## src/rtl/lzw_pkg.sv

```systemverilog
// ----------------------------------------------------------------------------
// lzw_pkg
// Shared widths, types and the slot hash for the LZW compressor.
// ----------------------------------------------------------------------------
package lzw_pkg;

	// dictionary geometry
	localparam int DICT_ENTRIES = 4096;
	localparam int CODE_W       = $clog2(DICT_ENTRIES);
	localparam int NF_W         = CODE_W + 1;
	localparam int SLOT_W       = CODE_W + 1;
	localparam int SLOT_ENTRIES = 2 * DICT_ENTRIES;
	localparam int FIRST_FREE   = 256;

	// stream field widths
	localparam int BYTE_W       = 8;
	localparam int OUT_CODE_W   = 12;
	localparam int OUT_TDATA_W  = 16;

	typedef logic [CODE_W-1:0] code_t;
	typedef logic [SLOT_W-1:0] slot_t;
	typedef logic [NF_W-1:0]   nf_t;
	typedef logic [BYTE_W-1:0] byte_t;

	// one dictionary entry: string prefix, appended byte, hash slot holding it
	typedef struct packed {
		code_t prefix;
		byte_t data_byte;
		slot_t slot;
	} dict_entry_t;

	// hash slot memory access
	typedef struct packed {
		logic  rd_en;
		slot_t rd_addr;
		logic  wr_en;
		slot_t wr_addr;
		code_t wr_data;
	} slot_req_t;

	// dictionary memory access
	typedef struct packed {
		logic        rd_en;
		code_t       rd_addr;
		logic        wr_en;
		code_t       wr_addr;
		dict_entry_t wr_data;
	} dict_req_t;

	// one result word
	typedef struct packed {
		logic                  last;
		logic [OUT_CODE_W-1:0] code;
	} out_word_t;

	typedef struct packed {
		logic      valid;
		out_word_t word;
	} out_push_t;

	// home slot of a (prefix, byte) key
	function automatic slot_t hash_slot(code_t prefix, byte_t b);
		return slot_t'({prefix, 1'b0}) ^ slot_t'({b, {(SLOT_W-BYTE_W){1'b0}}}) ^ slot_t'(b);
	endfunction

endpackage

```

## src/rtl/lzw_out_fifo.sv

```systemverilog
// ----------------------------------------------------------------------------
// lzw_out_fifo
// Two-word result queue in front of the output stream.
// ----------------------------------------------------------------------------
module lzw_out_fifo (
	input  logic               clk,
	input  logic               arst_n,
	input  lzw_pkg::out_push_t push,
	output logic               full,
	output logic               m_axis_tvalid,
	input  logic               m_axis_tready,
	output logic [lzw_pkg::OUT_TDATA_W-1:0] m_axis_tdata, // code[11:0], zero pad
	output logic               m_axis_tlast
);

	lzw_pkg::out_word_t entry_q [2];
	logic               wr_ptr_q;
	logic               rd_ptr_q;
	logic [1:0]         count_q;
	logic               pop;
	lzw_pkg::out_word_t head;

	assign pop  = m_axis_tvalid & m_axis_tready;
	assign full = (count_q == 2'd2);
	assign head = entry_q[rd_ptr_q];

	// word storage
	always_ff @(posedge clk) begin
		if (push.valid) begin
			entry_q[wr_ptr_q] <= push.word;
		end
	end

	// pointers and fill level
	always_ff @(posedge clk or negedge arst_n) begin
		if (!arst_n) begin
			wr_ptr_q <= 1'b0;
			rd_ptr_q <= 1'b0;
			count_q  <= 2'd0;
		end else begin
			if (push.valid) begin
				wr_ptr_q <= ~wr_ptr_q;
			end
			if (pop) begin
				rd_ptr_q <= ~rd_ptr_q;
			end
			count_q <= count_q + 2'(push.valid) - 2'(pop);
		end
	end

	assign m_axis_tvalid = (count_q != 2'd0);
	assign m_axis_tdata  = {{(lzw_pkg::OUT_TDATA_W-lzw_pkg::OUT_CODE_W){1'b0}}, head.code};
	assign m_axis_tlast  = head.last;

	// queue never overfills
	a_count_bound: assert property (@(posedge clk) disable iff (!arst_n)
		count_q <= 2'd2)
		else $error("result queue count out of range");

	// producer only pushes into free space
	a_no_push_full: assert property (@(posedge clk) disable iff (!arst_n)
		push.valid |-> !full)
		else $error("push into full result queue");

endmodule

```

## config.mk

```make
export PLATFORM = sky130hd
export DESIGN_NAME = lzw_out_fifo
export DESIGN_NICKNAME = d
export VERILOG_FILES = /design/src/rtl/lzw_pkg.sv /design/src/rtl/lzw_out_fifo.sv
export SDC_FILE = /design/constraint.sdc
export NUM_CORES = 1
export LEC_CHECK = 0
export ABC_AREA = 0
export BUFFER_PORTS_ARGS = -buffer_cell sky130_fd_sc_hd__buf_2
export CAP_MARGIN = 20
export CORE_UTILIZATION = 45
export DETAILED_ROUTE_END_ITERATION = 10
export PLACE_DENSITY = 0.68
export SLEW_MARGIN = 20
export SYNTH_ARGS = -nofsm -noshare
export SYNTH_HDL_FRONTEND = slang
export SYNTH_SLANG_ARGS = --single-unit
```

## constraint.sdc

```tcl
create_clock -name clk -period 4.5 [get_ports clk]
set_input_delay 0.225 -clock clk [delete_from_list [all_inputs] [get_ports clk]]
set_output_delay 0.225 -clock clk [all_outputs]
set_load 0.02 [all_outputs]
```

==> run summary, run 1 <==
The run finished with clean final reports. Dividing total power by cell area gives a power density of 617 nW/um^2. The register area is 881 sq um. Counting both buffers and inverters, the worst setup path holds a total of 1.

The first-pass iteration count of the detailed router came out at 3. The routed design could run at a clock period as short as 1.83 ns. The total detailed-routing wirelength is 1610 um. The number of setup violations in the final report is 0.

In the finished design, the share of the clock period the worst path needs comes to 0.406. The count of mapped cells out of synthesis came out at 62. In this run the clock root is driven by a clkbuf_4. The share of the yosys chip area belonging to registers is 0.751.

The worst-case vdd ir drop is 383 uV. After legalization and detailed placement, the total HPWL measured 1070 um. In the layout the commonest cells are 31 x buf_2, 26 x edfxtp_1, 13 x mux2_2, 5 x clkbuf_4.

The signal on the critical path passes through mux2_2 -> buf_2. Clock-pin slew was measured on the worst setup and hold paths at 0.09 ns. The number of buffers on the longest clock path is 2. The worst reg2reg path startpoint is count_q[1].

For this run, design rule violations remaining after detail routing come to 0. STA classifies the critical path startpoint as a flop. The number of fill cells in the layout is 211. The final max-slew violation count is 0. For the worst setup path, the data required time is 4.28 ns. The setup skew after layout came out at 0.00683 ns. The slowest cell on the critical path is dfrtp_1. Yosys attributes the largest share of cell area to edfxtp_1 67%, mux2_2 12%, dfrtp_1 8.5%. At the end of routability-driven placement, the weighted congestion stood at 0.623. The largest area contributor in the netlist is edfxtp_1.

The H-tree depth is 2. The placement row count is 18. The average wire per cell in the routed design came out at 12.4 um. The final-report hold violation count was 0.

Setup repair after global routing left no endpoint under its margin. 36 I/O pins were placed. The count of maximum capacitance violations came out at 0. The largest fanout of any net on the critical path is 14. The area enclosed by the die boundary is 2810 sq um. Yosys mapped the design onto 14 distinct sky130hd cell types. The floorplan core area is 2480 sq um. In this design, the stage delay of the slowest critical-path cell is 0.73 ns. The area growth from synthesis to layout is 20.0%. The count of port buffers added during placement is 31. The initial antenna violation count came to 0. The critical path starts at rd_ptr_q.

The actual transition at the worst max-transition pin came out at 0.653 ns. The first-iteration detailed-routing DRC count came out at 7. The number of nets with antenna violations after routing is 0. The non-filler instance count after layout is 130. The wire length of the first global-routing pass is 2420 um. The vertical extent of the die came out at 53.0 um. Of the post-synthesis cell area, the dominant cell type holds 0.666. The summed negative setup slack over all endpoints came out at 0 ns. Summing internal, switching and leakage power gives 0.868 mW. The number of synthesized register bits came out at 30. After synthesis the cells add up to 1170 sq um.

The CTS buffer count came out at 5. The origin of the worst min-delay path is push[9]. The number of nets in the layout is 118. The post-synthesis average cell area is 18.9 sq um.

The latest clock arrival within the worst-skew pair came out at 0.31 ns. The clock tree from TritonCTS is done. The proportion of layout cells with a drive suffix above 1 came out at 0.520. The maximum clock frequency is 547 MHz. The arrival time at the worst endpoint is 1.60 ns. The number of global-route vias before repair is 575. The worst setup path is of the reg2out kind. The total track usage came out at 0.132. The area used by multi-input combinational logic came out at 256 sq um. The kind of cell with the highest combined delay along the critical path is flip-flops.

The initial utilization of the core area, before any placement, comes to 0.473. The kind of path behind the tightest hold check is in2reg. For this run, the number of Yosys warnings is 0. The count of placed standard cells including taps is 121. Dividing the detail-routed via count by the number of cells gives 4.66. The pin count of the biggest net entering global routing is 15. The number of clock sinks is 30. The number of antenna repair diodes is 0. The most common library cell in the layout ignoring fill and taps is buf_2. STA classifies the critical path endpoint as an output port. The width of the die came out at 53.0 um. The leakage power of the design came out at 0.565 nW. The utilization after layout is 0.568. The total congestion overflow is 0.

The vias after detailed routing came out at 606. The worst slew slack as a fraction of its limit is 0.563.
-- synthesized netlist by cell type --
cell and n:
xor2_1 2, or2_2 1, and2_1 1, conb_1 1
xnor2_1 2, mux2_2 13, o21a_1 1, dfrtp_1 4
buf_6 1, buf_4 4, inv_1 2, edfxtp_1 26
nor2b_1 2, ha_1 2
-- where the power goes --
part / switching (mW) / total (mW) / internal [mW]
registers: 0.0476 / 0.423 / 0.376
clock network: 0.0797 / 0.157 / 0.0770
logic: 0.158 / 0.288 / 0.130
-- stage by stage --
| stage | worst slack (ns) | area [sq um] | hold WS [ns] |
|---|---|---|---|
| 3_3_place_gp | 2.85 | 1340 | 0.0347 |
| 6_report | 2.67 | 1410 | 0.0923 |
| 4_1_cts | 2.61 | 1400 | 0.0746 |
| 5_1_grt | 2.58 | 1410 | 0.0777 |
| 2_1_floorplan | 3.08 | 1180 | -0.0706 |
| 3_5_place_dp | 2.82 | 1340 | 0.0358 |
-- routing by layer --
layer	wire length (um)	GRT usage
met1	704	0.136
met2	784	0.217
met3	87	0.0460
met4	36	0.105
met5	0	0
-- cells by family (layout without fill, tap and decap cells) --
| group | after synthesis | in the layout | synth area share |
|---|---|---|---|
| flip-flops | 30 | 30 | 0.751 |
| multiplexers | 13 | 13 | 0.125 |
| buffers and inverters | 7 | 42 | 0.0416 |
| XOR/XNOR | 4 | 4 | 0.0299 |
| AND/OR/NAND/NOR | 4 | 4 | 0.0213 |
| adder cells (fa/ha/maj) | 2 | 2 | 0.0213 |
| other | 1 | 4 | 0.00320 |
| AO/OA/AOI/OAI | 1 | 1 | 0.00641 |
-- what timing repair did --
action | in CTS | in global routing
hold endpoints to repair | 4 | 0
resized for setup | 0 | 0
endpoints found under the setup margin | 0 | 0
hold buffers | 1 | 0
setup buffers | 0 | 0
-- worst paths after layout --
path	endpoint	slack [ns]	cells after the start
setup / recovery	m_axis_tdata[7]	2.67	2
hold / removal	entry_q[0][9]	0.09	1
setup reg to reg	count_q[1]	3.01	6
hold reg to reg	wr_ptr_q	0.53	1
min in group asynchronous	count_q[1]	0.24	2
max in group asynchronous	rd_ptr_q	4.15	2
-- flip-flops by register name (all words and copies together), names as in the netlist --
register	cells
entry_q	26
rd_ptr_q	1
count_q	2
wr_ptr_q	1
-- area by class of cell --
cell class,instances,area share
Tap cell,30,0.0267
Sequential cell,30,0.626
Timing Repair Buffer,32,0.117
Clock buffer,8,0.0418
Inverter,2,0.00534
Multi-Input combinational cell,28,0.182
(Power assumes the default switching activity.)
==> run 2, diff against run 1 <==
- ABC_AREA: 0 -> 1
- clock period: 4.5 -> 1.9 ns (I/O delays scaled with it)
==> run summary, run 2 <==
The number of cell instances on the worst register-to-register path came out at 9. The total congestion overflow came out at 0. In the final layout, the registers with the most flip-flops are entry_q (26), count_q (2).

The H-tree was split into 2 levels. The start point of the critical path is count_q[1]. The dominant combinational cell family by area after synthesis is simple AND/OR/NAND/NOR gates. The longest clock path from root to sink contains 2 buffers. The actual transition at the worst max-transition pin came out at 0.533 ns. The minimum setup slack among reg-to-reg paths came out at 0.47 ns. The number of gates resized after CTS was 0. The power per standard cell area came out at 1420 nW/um^2.

The worst register-to-register path ends at count_q[1]. The xor/xnor cell area share of the yosys netlist is 0.00728. The post-CTS clock slew at the launch and capture registers of the worst setup and hold paths is 0.09 ns. The kind of end point of the critical path is a flop. The count of cell instances traversed by the critical path came out at 9. The initial core utilization is 0.481. nand2_1 is the most common cell in the netlist. In this run the worst hold path is classified as in2reg. The worst register-to-register path begins at count_q[1].

The initial antenna violation count is 0. The fraction of post-synthesis cell area in the top cell type by area came out at 0.649. The cell chosen for the clock root is clkbuf_4. The final weighted congestion in routability-driven placement came out at 0.761. The count of buffering cells on the critical path with inverters included is 3. For this design, the slowest cell found on the critical path is dfrtp_1.

entry_q holds more flip-flops than any other register. The number of antenna repair diodes came out at 0. The worst setup path is of the reg2reg kind. Derived from the worst setup path, the maximum achievable clock frequency is 698 MHz.

The number of hold-repair buffers added at the cts stage is 15. The count of port buffers added during placement came out at 31. The placed cell area is 1370 sq um. Setup repair after global routing left no endpoint under its margin. The total detailed-routing wirelength came out at 2170 um. In the synthesized netlist, the cells that appear most often are 49 x nand2_1, 26 x edfxtp_1, 8 x inv_1. Once layout is done, the placed cells without fillers occupy 1600 sq um.

The multi-input combinational cells in the finished layout cover a total of 250 sq um. Clock tree synthesis found a total of 30 sinks. The CTS buffer count came out at 5. From synthesis to final layout, the design area changed by 33.2%. The worst setup timing slack at the placement stage came out at 0.465 ns. The post-synthesis average cell area came out at 11.8 sq um. In the final design database the tool counted 173 nets.

edfxtp_1 takes more of the synthesized area than any other cell. The worst endpoint required time came out at 2.12 ns. Of the total synthesized cell area, the portion taken by full adders, half adders and majority gates is 0.0208.

The share of the yosys chip area belonging to registers is 0.733. After synthesis, the netlist uses 12 different library cells. In the final timing run, aggregate negative setup slack is 0 ns.

Max-cap violations in this run came to 0. The area fraction in compound gates after synthesis is 0. Traced cell by cell, the critical path runs through inv_1 -> nand2_1 -> nand2_1 -> inv_1 -> ha_1 -> inv_1 -> ha_1 -> nand3_1 -> nand2_1. The flow ran to the end, and the final reports show no timing, DRC or antenna violations. The final max-slew violation count is 0. The pin count of the biggest net entering global routing came out at 15.

The number of flops mapped to enable cells by yosys came out at 26. The HPWL reported at the end of detailed placement is 1410 um. The number of synthesized register bits came out at 30. The largest fanout of any net on the critical path is 3. The biggest cell delay along the critical path is 0.39 ns. The area enclosed by the die boundary is 2880 sq um. The wire length of the first global-routing pass came out at 3260 um. The proportion of layout cells with a drive suffix above 1 is 0.271. The post-CTS setup buffer count came out at 0. Of the total synthesized cell area, the portion taken by AND, OR, NAND and NOR gates is 0.168. Measured against its own limit, the worst slew margin works out to 0.644. The number of nets with antenna violations after routing is 0. The count of pins on the block boundary came out at 36.

The register area is 881 sq um. Dividing the detail-routed via count by the number of cells gives 4.52. The register with the most flip-flops in the layout has 26 of them. The setup slack of the critical path after layout came out at 0.468 ns. The arrival time at the worst endpoint came out at 1.65 ns. The leakage power of the design is 0.762 nW. The first-pass iteration count of the detailed router is 4.

In the global route stage, overall resource usage came out at 0.175. By area the synthesized netlist is led by edfxtp_1 65%, nand2_1 15%, dfrtp_1 8.3%. The count of mapped cells out of synthesis is 102. The latest clock arrival within the worst-skew pair came out at 0.32 ns. The post-synthesis cell area came out at 1200 sq um.

The floorplan core area came out at 2500 sq um. Grouping stages by cell kind, the critical path spends the most delay in adder cells. The number of warnings printed during yosys synthesis came out at 0.

For this run, the leading register cell type out of synthesis is edfxtp_1. In the finished design, the share of the clock period the worst path needs comes to 0.754. The vertical extent of the die is 53.7 um. Across the VDD grid, the largest voltage drop is 923 uV. Between clock sinks in the finished design, the worst skew comes to 0.00505 ns. Setup violations remaining at the end of the flow were counted as 0.

Across all layers, the routed design uses 836 vias. The worst setup path endpoint is count_q[1]. The placement row count came out at 18.

The average wire per cell in the routed design came out at 11.7 um. The worst path needs 1.43 ns of the cycle, external delays included. TritonCTS built the clock tree.

The number of fill cells in the layout came out at 198. The library cells used most frequently in the layout, excluding fill and tap cells, are 49 x nand2_1, 31 x buf_2, 26 x edfxtp_1, 15 x dlygate4sd3_1, 8 x inv_1. The die is 53.7 um wide.

The number of global-route vias before repair was 791. The final-report hold violation count came out at 0. Leaving out fill and tap cells, the most frequent cell in the layout is nand2_1. The first-iteration detailed-routing DRC count is 17. The async set or reset register ratio after synthesis is 0.133. The type of element launching the critical path is a flop. The fraction of synthesized area in multiplexers came out at 0. The total DRC errors in the routed layout is 0.
-- run 2: cells by family after synthesis --
kind of cell / after synthesis
DFF: 30
and+or+nand+nor: 53
other: 1
xor gates and xnor gates: 1
buffers and inverters: 15
adders and majority gates: 2
-- run 2: metrics by stage --
stage	utilization	total power, mW	hold WS (ns)	instances
after floorplan	-	1.55	-0.201	105
after global placement	0.549	1.78	-0.0965	162
after detailed placement	0.549	1.82	-0.0970	162
after CTS	0.641	2.29	0.0189	185
after global routing	0.641	2.43	0.00472	185
final	0.641	2.27	0.0313	185
-- run 2: where the power goes --
| part | switching, mW | internal, mW | total, mW | leakage, nW |
|---|---|---|---|---|
| Combinational | 0.598 | 0.279 | 0.877 | 0.426 |
| Clock | 0.199 | 0.253 | 0.452 | 0.0446 |
| Sequential | 0.0505 | 0.888 | 0.938 | 0.292 |
| Total | 0.848 | 1.42 | 2.27 | 0.762 |
-- run 2: cell type report --
| class | instances | share of cell area |
|---|---|---|
| Sequential cell | 30 | 0.550 |
| Inverter | 9 | 0.0211 |
| Tap cell | 30 | 0.0234 |
| Multi-Input combinational cell | 60 | 0.156 |
| Clock buffer | 8 | 0.0492 |
| Timing Repair Buffer | 48 | 0.200 |
-- run 2: how the worst min path moves through the flow --
stage | startpoint | to | slack [ns] | depth (start not counted)
3_3_place_gp | arst_n | count_q[0] | -0.1 | 1
6_report | m_axis_tready | rd_ptr_q | 0.03 | 3
3_5_place_dp | arst_n | count_q[0] | -0.1 | 1
5_1_grt | m_axis_tready | rd_ptr_q | 0.005 | 3
4_1_cts | m_axis_tready | rd_ptr_q | 0.02 | 3
2_1_floorplan | arst_n | count_q[0] | -0.20 | 0
-- run 2: layer usage --
| layer | GRT usage | wire length, um | up-vias |
|---|---|---|---|
| li1 | - | - | 422 |
| met5 | 0 | 0 | - |
| met4 | 0.0965 | 73 | 0 |
| met3 | 0.0876 | 126 | 10 |
| met1 | 0.186 | 853 | 374 |
| met2 | 0.282 | 1110 | 30 |
-- run 2: worst reg2reg max path, stage by stage (launching register included) --
cell     delay (ns)
dfrtp_1        0.39
inv_1          0.09
nand2_1        0.09
nand2_1        0.09
inv_1          0.05
ha_1           0.27
inv_1          0.04
ha_1           0.18
nand3_1        0.08
nand2_1        0.06
